`src/design/hdls_pkg.sv`:
```
// Package for the hysteresis dwell/lockout light switch.
// Shared types, register indexes and reset values; no dependencies.
`timescale 1ns / 1ps
`default_nettype none

package hdls_pkg;

    // Field and register widths
    localparam int unsigned LUX_W      = 20;
    localparam int unsigned MS_W       = 16;
    localparam int unsigned KIND_W     = 2;
    localparam int unsigned CFG_IDX_W  = 2;
    localparam int unsigned CFG_DATA_W = 20;

    // Default timer width
    localparam int unsigned TIMER_BITS_DEF = 16;

    // Register reset values
    localparam logic [LUX_W-1:0] DARK_THR_RST  = 20'd128;
    localparam logic [LUX_W-1:0] LIGHT_THR_RST = 20'd480;
    localparam logic [MS_W-1:0]  DWELL_RST     = 16'd2400;
    localparam logic [MS_W-1:0]  LOCKOUT_RST   = 16'd5000;

    // Configuration register indexes
    typedef enum logic [CFG_IDX_W-1:0] {
        CFG_DARK_THR  = 2'd0,
        CFG_LIGHT_THR = 2'd1,
        CFG_DWELL     = 2'd2,
        CFG_LOCKOUT   = 2'd3
    } t_cfg_idx;

    // Input word kinds
    typedef enum logic [KIND_W-1:0] {
        KIND_SAMPLE = 2'd0,
        KIND_TICK   = 2'd1,
        KIND_ENABLE = 2'd2
    } t_kind;

    // Decision flags carried between the state registers and the step logic
    typedef struct packed {
        logic is_dark;
        logic enabled;
        logic resync;
        logic dwell_running;
    } t_flags;

    localparam t_flags FLAGS_RST = '{is_dark: 1'b0, enabled: 1'b0,
                                     resync: 1'b0, dwell_running: 1'b0};

endpackage

`default_nettype wire

```
`src/design/hdls_step.sv`:
```
// Next-state logic for one input word of the light switch.
// Pure combinational; depends on hdls_pkg.
`timescale 1ns / 1ps
`default_nettype none

module hdls_step #(
    parameter int unsigned TIMER_BITS = hdls_pkg::TIMER_BITS_DEF
) (
    // current state
    input  wire hdls_pkg::t_flags                 i_flags,
    input  wire logic [TIMER_BITS-1:0]            i_dwell_elapsed,
    input  wire logic [TIMER_BITS-1:0]            i_lockout_left,
    // configuration
    input  wire logic [hdls_pkg::LUX_W-1:0]       i_dark_thr,
    input  wire logic [hdls_pkg::LUX_W-1:0]       i_light_thr,
    input  wire logic [hdls_pkg::MS_W-1:0]        i_dwell_ms,
    input  wire logic [hdls_pkg::MS_W-1:0]        i_lockout_ms,
    // input word
    input  wire logic [hdls_pkg::KIND_W-1:0]      i_kind,
    input  wire logic [hdls_pkg::LUX_W-1:0]       i_sample_value,
    input  wire logic                             i_enable_value,
    // next state and result
    output hdls_pkg::t_flags                      o_flags,
    output logic [TIMER_BITS-1:0]                 o_dwell_elapsed,
    output logic [TIMER_BITS-1:0]                 o_lockout_left,
    output logic                                  o_flipped
);

    // Common width for comparing timers against 16-bit settings
    localparam int unsigned CMP_W = (TIMER_BITS > hdls_pkg::MS_W) ? TIMER_BITS
                                                                  : hdls_pkg::MS_W;

    logic [CMP_W-1:0]      tmax_w;
    logic [CMP_W-1:0]      lock_w;
    logic [TIMER_BITS-1:0] lock_load;
    logic [TIMER_BITS-1:0] tmax;
    logic                  want_dark;
    logic                  dwell_done;

    // Saturated lockout load value and dwell compare
    always_comb begin
        tmax       = {TIMER_BITS{1'b1}};
        tmax_w     = CMP_W'(tmax);
        lock_w     = CMP_W'(i_lockout_ms);
        lock_load  = (lock_w > tmax_w) ? tmax : TIMER_BITS'(lock_w);
        dwell_done = !(CMP_W'(i_dwell_elapsed) < CMP_W'(i_dwell_ms));
    end

    // Hysteresis: only the threshold facing away from the current theme counts
    always_comb begin
        if (i_flags.is_dark) begin
            want_dark = !(i_sample_value > i_light_thr);
        end else begin
            want_dark = (i_sample_value < i_dark_thr);
        end
    end

    // Apply one word to the state
    always_comb begin
        o_flags         = i_flags;
        o_dwell_elapsed = i_dwell_elapsed;
        o_lockout_left  = i_lockout_left;
        o_flipped       = 1'b0;

        case (hdls_pkg::t_kind'(i_kind))
            hdls_pkg::KIND_SAMPLE: begin
                if (i_flags.enabled) begin
                    if (i_flags.resync || (want_dark != i_flags.is_dark &&
                            i_flags.dwell_running && dwell_done &&
                            i_lockout_left == '0)) begin
                        // commit the decision and start the lockout
                        o_flags.resync        = 1'b0;
                        o_flags.is_dark       = want_dark;
                        o_flags.dwell_running = 1'b0;
                        o_dwell_elapsed       = '0;
                        o_lockout_left        = lock_load;
                        o_flipped             = 1'b1;
                    end else if (want_dark == i_flags.is_dark) begin
                        // no change asked: drop the dwell
                        o_flags.dwell_running = 1'b0;
                        o_dwell_elapsed       = '0;
                    end else if (!i_flags.dwell_running) begin
                        // first contrary reading: start the dwell
                        o_flags.dwell_running = 1'b1;
                        o_dwell_elapsed       = '0;
                    end
                end
            end
            hdls_pkg::KIND_TICK: begin
                if (i_flags.dwell_running && i_dwell_elapsed != tmax) begin
                    o_dwell_elapsed = i_dwell_elapsed + 1'b1;
                end
                if (i_lockout_left != '0) begin
                    o_lockout_left = i_lockout_left - 1'b1;
                end
            end
            hdls_pkg::KIND_ENABLE: begin
                if (i_enable_value) begin
                    if (!i_flags.enabled) begin
                        o_flags.resync = 1'b1;
                    end
                    o_flags.enabled = 1'b1;
                end else begin
                    o_flags.enabled       = 1'b0;
                    o_flags.dwell_running = 1'b0;
                    o_dwell_elapsed       = '0;
                    o_lockout_left        = '0;
                end
            end
            default: begin
                // unused kind: state holds
            end
        endcase
    end

endmodule

`default_nettype wire

```
`src/design/hysteresis_dwell_lockout_switch_unit.sv`:
```
// Top level of the hysteresis dwell/lockout light switch.
// Depends on hdls_pkg and hdls_step.
//
// Usage:
//   Input channel (i_valid/o_ready) carries one word: a light sample, a 1 ms
//   tick or an enable change, selected by i_kind. Output channel
//   (o_valid/i_ready) returns one word per input word: the theme after that
//   word, whether it flipped the theme, and whether a dwell is running.
//   A word is captured in the input register, then the step logic updates the
//   state and loads the result register. Throughput is one word per cycle
//   while the receiver does not stall; the state update is a single pass of
//   compares and a timer increment/decrement between the two registers.
//   When the receiver stalls, the result register holds and the input
//   register still takes one more word; o_ready drops once both are full
//   and comes back the same cycle the receiver takes the result.
//   The configuration port writes one register per cycle with i_cfg_we;
//   write only while no word is in flight.
//   Reset (synchronous, i_rst_n low) restores the default thresholds and
//   timings, selects the light theme, disables the block, clears the dwell
//   and lockout timers and empties both registers.
`timescale 1ns / 1ps
`default_nettype none

module hysteresis_dwell_lockout_switch_unit #(
    parameter int unsigned TIMER_BITS = hdls_pkg::TIMER_BITS_DEF
) (
    input  wire logic                                i_clk,
    input  wire logic                                i_rst_n,
    // configuration
    input  wire logic                                i_cfg_we,
    input  wire logic [hdls_pkg::CFG_IDX_W-1:0]      i_cfg_idx,
    input  wire logic [hdls_pkg::CFG_DATA_W-1:0]     i_cfg_data,
    // input channel
    input  wire logic                                i_valid,
    output logic                                     o_ready,
    input  wire logic [hdls_pkg::KIND_W-1:0]         i_kind,
    input  wire logic [hdls_pkg::LUX_W-1:0]          i_sample_value,
    input  wire logic                                i_enable_value,
    // output channel
    output logic                                     o_valid,
    input  wire logic                                i_ready,
    output logic                                     o_theme_dark,
    output logic                                     o_flipped,
    output logic                                     o_pending
);

    // Configuration registers
    logic [hdls_pkg::LUX_W-1:0] r_dark_thr;
    logic [hdls_pkg::LUX_W-1:0] r_light_thr;
    logic [hdls_pkg::MS_W-1:0]  r_dwell_ms;
    logic [hdls_pkg::MS_W-1:0]  r_lockout_ms;

    // Input register
    logic                          r_in_valid;
    logic [hdls_pkg::KIND_W-1:0]   r_kind;
    logic [hdls_pkg::LUX_W-1:0]    r_sample;
    logic                          r_enable;

    // Decision state
    hdls_pkg::t_flags      r_flags;
    logic [TIMER_BITS-1:0] r_dwell;
    logic [TIMER_BITS-1:0] r_lockout;

    hdls_pkg::t_flags      n_flags;
    logic [TIMER_BITS-1:0] n_dwell;
    logic [TIMER_BITS-1:0] n_lockout;
    logic                  n_flipped;

    // Result register
    logic r_out_valid;
    logic r_theme;
    logic r_flip;
    logic r_pend;

    logic advance;
    logic in_take;

    // Move the held word into the result register when it is free
    assign advance = r_in_valid && (!r_out_valid || i_ready);
    assign o_ready = !r_in_valid || advance;
    assign in_take = i_valid && o_ready;

    // Write configuration registers
    always_ff @(posedge i_clk) begin
        if (!i_rst_n) begin
            r_dark_thr   <= hdls_pkg::DARK_THR_RST;
            r_light_thr  <= hdls_pkg::LIGHT_THR_RST;
            r_dwell_ms   <= hdls_pkg::DWELL_RST;
            r_lockout_ms <= hdls_pkg::LOCKOUT_RST;
        end else if (i_cfg_we) begin
            case (hdls_pkg::t_cfg_idx'(i_cfg_idx))
                hdls_pkg::CFG_DARK_THR:  r_dark_thr   <= i_cfg_data;
                hdls_pkg::CFG_LIGHT_THR: r_light_thr  <= i_cfg_data;
                hdls_pkg::CFG_DWELL:     r_dwell_ms   <= i_cfg_data[hdls_pkg::MS_W-1:0];
                hdls_pkg::CFG_LOCKOUT:   r_lockout_ms <= i_cfg_data[hdls_pkg::MS_W-1:0];
                default: begin
                end
            endcase
        end
    end

    // Capture the incoming word
    always_ff @(posedge i_clk) begin
        if (!i_rst_n) begin
            r_in_valid <= 1'b0;
        end else if (o_ready) begin
            r_in_valid <= i_valid;
        end
    end

    always_ff @(posedge i_clk) begin
        if (in_take) begin
            r_kind   <= i_kind;
            r_sample <= i_sample_value;
            r_enable <= i_enable_value;
        end
    end

    hdls_step #(
        .TIMER_BITS (TIMER_BITS)
    ) u_step (
        .i_flags         (r_flags),
        .i_dwell_elapsed (r_dwell),
        .i_lockout_left  (r_lockout),
        .i_dark_thr      (r_dark_thr),
        .i_light_thr     (r_light_thr),
        .i_dwell_ms      (r_dwell_ms),
        .i_lockout_ms    (r_lockout_ms),
        .i_kind          (r_kind),
        .i_sample_value  (r_sample),
        .i_enable_value  (r_enable),
        .o_flags         (n_flags),
        .o_dwell_elapsed (n_dwell),
        .o_lockout_left  (n_lockout),
        .o_flipped       (n_flipped)
    );

    // Advance the decision state once per word
    always_ff @(posedge i_clk) begin
        if (!i_rst_n) begin
            r_flags   <= hdls_pkg::FLAGS_RST;
            r_dwell   <= '0;
            r_lockout <= '0;
        end else if (advance) begin
            r_flags   <= n_flags;
            r_dwell   <= n_dwell;
            r_lockout <= n_lockout;
        end
    end

    // Hold the result until the receiver takes it
    always_ff @(posedge i_clk) begin
        if (!i_rst_n) begin
            r_out_valid <= 1'b0;
        end else if (advance) begin
            r_out_valid <= 1'b1;
        end else if (i_ready) begin
            r_out_valid <= 1'b0;
        end
    end

    always_ff @(posedge i_clk) begin
        if (advance) begin
            r_theme <= n_flags.is_dark;
            r_flip  <= n_flipped;
            r_pend  <= n_flags.dwell_running;
        end
    end

    assign o_valid      = r_out_valid;
    assign o_theme_dark = r_theme;
    assign o_flipped    = r_flip;
    assign o_pending    = r_pend;

endmodule

`default_nettype wire
```
`config.mk`:
```
export PLATFORM = sky130hd
export DESIGN_NAME = hysteresis_dwell_lockout_switch_unit
export DESIGN_NICKNAME = d
export VERILOG_FILES = /design/src/design/hdls_pkg.sv /design/src/design/hdls_step.sv /design/src/design/hysteresis_dwell_lockout_switch_unit.sv
export SDC_FILE = /design/constraint.sdc
export NUM_CORES = 1
export LEC_CHECK = 0
export ABC_AREA = 1
export BUFFER_PORTS_ARGS = -buffer_cell sky130_fd_sc_hd__buf_4
export CELL_PAD_IN_SITES_DETAIL_PLACEMENT = 0
export CELL_PAD_IN_SITES_GLOBAL_PLACEMENT = 2
export CORE_MARGIN = 10
export CORE_UTILIZATION = 31
export DETAILED_ROUTE_END_ITERATION = 10
export GPL_TIMING_DRIVEN = 1
export PLACE_DENSITY = 0.87
export SYNTH_ARGS = -nofsm -noshare
export SYNTH_HDL_FRONTEND = slang
export SYNTH_HIERARCHICAL = 1
export SYNTH_SLANG_ARGS = --single-unit
```
`constraint.sdc`:
```
create_clock -name i_clk -period 2.21 [get_ports i_clk]
set_clock_uncertainty 0.05 [all_clocks]
set_input_delay 0.221 -clock i_clk [delete_from_list [all_inputs] [get_ports i_clk]]
set_output_delay 0.221 -clock i_clk [all_outputs]
set_load 0.1 [all_outputs]
```
Yosys cells after proc, flatten, opt, wreduce, memory -nomap -nowiden
Index checks and enable logic that the tools add are counted.

operators by class
  add/sub/neg operators = 2
  order comparisons = 4
  equal/unequal tests = 16
  mux-type cells = 28
  reduce and logical (&&, ||, !) cells = 29

operators with widths
  kind                   count
  $mux 16                10
  $pmux 16 s3            2
  $gt 20x20->1           1
  $lt 20x20->1           1
  $reduce_and 6->1       3
  $add 16x1->16 const B  1
  $gt 16x16->1 const B   1
  $logic_not 16->1       1
  $lt 16x16->1           1
  $ne 16x16->1 const B   1
  $reduce_bool 16->1     1
  $sub 16x1->16 const B  1
  $mux 1                 14
  $reduce_and 2->1       6
  $ne 2x2->1 const B     4
  $eq 2x2->1 const B     3
  $logic_and 1x1->1      6
  $ne 2x1->1 const B     3
  $eq 2x1->1 const B     2
  $logic_not 1->1        4
  $logic_not 2->1        2
  $ne 4x2->1 const B     1
  $pmux 2 s2             1
  $reduce_bool 2->1      2
  other kinds (5)        7

storage, ports and cells
  bits in registers = 136
  input bits = 50
  output and inout port bits = 5
  word-level logic and storage cells = 97

Longest topological paths before layout
  depth in word-level cells = 11
  mapped depth = 23
  depth with buffers taken out = 22

Modules after synthesis
The synthesis kept the hierarchy.

by module, submodules not included
  module                                instances  cells each  area an instance (um^2)  sequential area each (um^2)
  hysteresis_dwell_lockout_switch_unit  1          713         5388.9                   2982.9
  hdls_step                             1          689         3567.2                   0.0

Worst setup path after synthesis
Ideal clock, no wire load.

  path type = flip-flop to flip-flop
  from = register r_out_valid, in the netlist o_valid
  to = register r_enable (enable)
  setup time = 0.353 ns
  data arrival time = 2.573 ns
  required time = 1.807 ns
  path slack = -0.766 ns
  stages on the path, launching flop included = 4
  path buffers = 0
  clock period less this slack = 2.976 ns
  cells stage by stage = dfxtp_1 > nand3_1 > nand2_1 > inv_1

on the way
  word-level cells in the longest chain between the ends = 5

RTL lines
  item                    line                                         RTL
  start, declared         hysteresis_dwell_lockout_switch_unit.sv:70   logic r_out_valid;
  start signal, assigned  hysteresis_dwell_lockout_switch_unit.sv:154  r_out_valid <= 1'b0;
  start signal, assigned  hysteresis_dwell_lockout_switch_unit.sv:156  r_out_valid <= 1'b1;
  start signal, assigned  hysteresis_dwell_lockout_switch_unit.sv:158  r_out_valid <= 1'b0;
  $logic_not 1->1         hysteresis_dwell_lockout_switch_unit.sv:79   assign advance = r_in_valid && (!r_out_valid || i_ready);
  $logic_or 1x1->1        hysteresis_dwell_lockout_switch_unit.sv:79
  $logic_and 1x1->1       hysteresis_dwell_lockout_switch_unit.sv:79
  $logic_or 1x1->1        hysteresis_dwell_lockout_switch_unit.sv:80   assign o_ready = !r_in_valid || advance;
  named net o_ready       hysteresis_dwell_lockout_switch_unit.sv:35   output logic o_ready,
  $logic_and 1x1->1       hysteresis_dwell_lockout_switch_unit.sv:81   assign in_take = i_valid && o_ready;
  named net in_take       hysteresis_dwell_lockout_switch_unit.sv:76   logic in_take;
  end signal, assigned    hysteresis_dwell_lockout_switch_unit.sv:115  r_enable <= i_enable_value;
  end, declared           hysteresis_dwell_lockout_switch_unit.sv:57   logic r_enable;

The timed path passes the listed nets, and every way through them passes these cells.
A chain may end at the register's enable or synchronous reset.

Final worst setup path
  from = register r_sample[6] in the netlist's numbering
  to = register r_dwell[15]

on the way
  word-level cells in the longest chain between the ends = 11
  elaborated cells between the ends (all ways) = 16
  classes of those cells = 2 x order compare; 3 x eq/ne; 5 x mux; 6 x reduce/logical

RTL lines
  item                            line                                         RTL
  start, declared                 hysteresis_dwell_lockout_switch_unit.sv:56   logic [hdls_pkg::LUX_W-1:0] r_sample;
  start signal, assigned          hysteresis_dwell_lockout_switch_unit.sv:114  r_sample <= i_sample_value;
  $gt 20x20->1                    hdls_step.sv:52                              want_dark = !(i_sample_value > i_light_thr);
  $logic_not 1->1                 hdls_step.sv:52
  $mux 1 *                        hdls_step.sv:51                              if (i_flags.is_dark) begin
  $ne 1x1->1                      hdls_step.sv:68                              if (i_flags.resync || (want_dark != i_flags.is_dark &&
  $logic_and 1x1->1               hdls_step.sv:68
  $logic_and 1x1->1 (2 in a row)  hdls_step.sv:69                              i_flags.dwell_running && dwell_done &&
  $logic_or 1x1->1                hdls_step.sv:68
  $mux 16 *                       hdls_step.sv:68
  $mux 16 *                       hdls_step.sv:67                              if (i_flags.enabled) begin
  $pmux 16 s3 *                   hdls_step.sv:65                              case (hdls_pkg::t_kind'(i_kind))
  named net n_dwell[15]           hysteresis_dwell_lockout_switch_unit.sv:65   logic [TIMER_BITS-1:0] n_dwell;
  end signal, assigned            hysteresis_dwell_lockout_switch_unit.sv:146  r_dwell <= n_dwell;
  end, declared                   hysteresis_dwell_lockout_switch_unit.sv:61   logic [TIMER_BITS-1:0] r_dwell;

Mark *: on every way through the listed nets, which the timed path passes. The rest lies on a longest branch. The select of a mux whose other input is x is not followed.

==> impl_metrics.yaml <==
status:
  status: "complete, but fails checks"
  failed_checks: "negative setup slack"
drt:
  dr.pass1.iters: 5
  ant_nets: 0
  avgViaCountPerCell: 4.51
  wl_per_cell_um: 13.9
  dr.first_iter.drc_count: 424
  vias: 8777
  remaining_drc_errors: 0
  wirelength_um: 27000
logic_synthesis:
  syn_inst: 1402
  yosys-top-cells-count: "nand2_1, inv_1, nor2_1"
  synth_cell_types: 44
  synthesis.area_um2: 8960
  synth_top_cell_area_share_pct: 24.6
  yosysMostFrequentCell: "nand2_1"
  synth_fp_nets: 1508
  yosysWarnings: 6
  synth_enable_flop_cells: 26
  synth.area.top_cells: "dfxtp_1, nand2_1, inv_1"
  ys.flop_type: "dfxtp_1"
  ys_ff_latch: 136
  yosysSeqAreaShare_pct: 33.3
  synth_area_leader_cell: "dfxtp_1"
  synth.avg_cell_area_um2: 6.39
  async_flop_share_pct: 0
global_route:
  track_usage_pct: 14.9
  grt_antenna_before_repair: 0
  grt_pass1_vias: 8390
  grt_pass1_wl_um: 43800
  grt_max_degree: 74
  grt_overflow: 0
timing:
  timing.final.crit_share_pct: 117
  post-route-min-period_ps: 2590
  final.setup.worst_slack_ps: -377
  slew_violations: 0
  holdWs_ps: 10.7
  finalHoldViolCount: 0
  setup_tns_ps: -12170
  clock.fmax_mhz: 387
  finalSetupViolations: 37
  relSlewSlack_pct: 48.7
  grt_setup_unrepaired: "true"
  worstMarginPinSlew_ps: 770
setup_path:
  worstPathRequired_ps: 2520
  cp.arrival_ps: 2900
  cp-end-kind: "flip-flop"
  path_class: "reg2reg"
  cp_max_fo: 8
  cp-start-kind: "flip-flop"
clocking:
  clk_pin_slew_ps: 70
  cts.htree.levels: 4
  cts_buffer_depth: 2
  cts.sinks: 136
  root_buffer: "clkbuf_16"
  tritoncts: "done"
  cts_buffers: 17
  clk_latency_ps: 430
die:
  start_util_pct: 31.3
  dieWidth_um: 190
  die_y_um: 190
  rows: 62
  ioPinCount: 55
  core_um2: 28600
  dieArea_um2: 36100
placement:
  hpwl_um: 18400
  gp_congestion: 0.834
  portBuffers: 54
  post-place-cells: 1873
  pre_cts_ws_ps: -630
power:
  peakVddDrop_mv: 0.391
  power_density_nw_per_um2: 628
  p_leak_nw: 5.58
  p_total_mw: 7.39
  p_seq_share_pct: 37.5
  switching_share_pct: 31.4
  combPwrFrac_pct: 22.7
  pwr-share-clk_pct: 39.8
  p_int_mw: 5.07
  p_sw_mw: 2.32
min_path:
  hold_path.class: "in2reg"
layout:
  final_layout_size_suffix_gt1_share_pct: 18.5
  layoutNonFillerInstCount: 1948
  synthToLayoutAreaGrowth_pct: 31.4
  fin_nets: 1657
  antenna_cells: 0
run:
  max-cap-violations: 0
through the flow:
stage / cell area, um2 / utilization, %
after global routing: 11800 / 41.1
final: 11800 / 41.1
after floorplan: 8980 / -
after detailed placement: 10300 / 36.0
after global placement: 10300 / 36.0
after CTS: 11300 / 39.6
cells by family (layout without fill, tap and decap cells):
logic type | Yosys count | in the layout | share of synthesized area [%]
buffers and inverters | 332 | 492 | 14.7
AO/OA/AOI/OAI | 149 | 149 | 8.93
flip-flops | 136 | 136 | 33.3
AND/OR/NAND/NOR | 719 | 721 | 34.3
adder cells (fa/ha/maj) | 56 | 56 | 7.82
XOR/XNOR | 10 | 10 | 0.978
metal layers:
metal,track usage [%],vias to the layer above,share of wire [%]
met5,0,-,0
met1,19.9,3963,50
met2,24.3,112,46
li1,-,4680,-
met4,3.91,0,1.4
met3,2.36,22,2.7
power groups by stage:
stage	combinational [mW]	sequential [mW]	clock (mW)
finish	1.68	2.77	2.94
floorplan	0.920	2.84	0
global route	1.91	2.79	3.12
global placement	1.48	2.82	0
detailed placement	1.49	2.82	0
CTS	1.58	2.77	3.01
cell type report:
type | count | area (um2)
clock buffer | 17 | 425
clock inverter | 15 | 166
fill | 2996 | 16900
inverter | 273 | 1030
multi-input combinational | 936 | 5100
sequential | 136 | 2990
tap | 384 | 480
timing repair buffer | 187 | 1580
flip-flops by register name, summed over array words and instances (netlist names), 2 cells and up:
name / flops
r_kind: 2
r_lockout: 16
r_light_thr: 20
r_dwell_ms: 16
r_flags: 4
r_dark_thr: 20
r_dwell: 16
r_lockout_ms: 16
r_sample: 20
what timing repair did:
item,CTS,global route
endpoints found under the hold margin,32,0
hold buffers,31,0
cloned,1,3
resized for setup,23,73
pin swaps,7,18
setup buffers,3,5
endpoints found under the setup margin,37,37
path summary, 6_finish.rpt:
path	startpoint	endpoint	slack (ps)	cells after the start
worst min-delay path	i_cfg_data[8]	r_light_thr[8]$_SDFFE_PN1P_	10	3
worst max-delay path	r_sample[6]$_DFFE_PP_	r_dwell[15]$_SDFFE_PN0P_	-380	19
worst min register to register	r_dwell_ms[5]$_SDFFE_PN1P_	r_dwell_ms[5]$_SDFFE_PN1P_	420	2
worst max register to register	r_sample[6]$_DFFE_PP_	r_dwell[15]$_SDFFE_PN0P_	-380	19
critical path, stage by stage (launching register included):
cell,delay [ps]
edfxtp_1,450
buf_4,180
ha_4,250
nand2_2,60
inv_2,60
nand4_1,120
nor2_1,120
nand2_1,70
nand3_2,100
nand2_4,70
nand4_4,90
nand2_8,90
o21ai_4,230
clkbuf_16,200
nand3_1,60
nand2_1,60
inv_1,40
nand3_1,70
nand2_1,60
nor2_1,90
placed cells by master, fill, tap and decap left out, drive strengths merged, types with 2 or more instances in the layout:
cell,instances
nand2,330
inv,276
nor2,194
nand3,161
buf,154
dfxtp,110
a21oi,87
ha,56
o21ai,44
dlygate4sd3,31
edfxtp,26
clkbuf,19
nand4,15
nor3,14
xor2,9
clkinv,9
o22ai,6
o32ai,4
nor4,4
o211ai,3
bufinv,2
No activity file was read; power rests on OpenSTA's default activity.
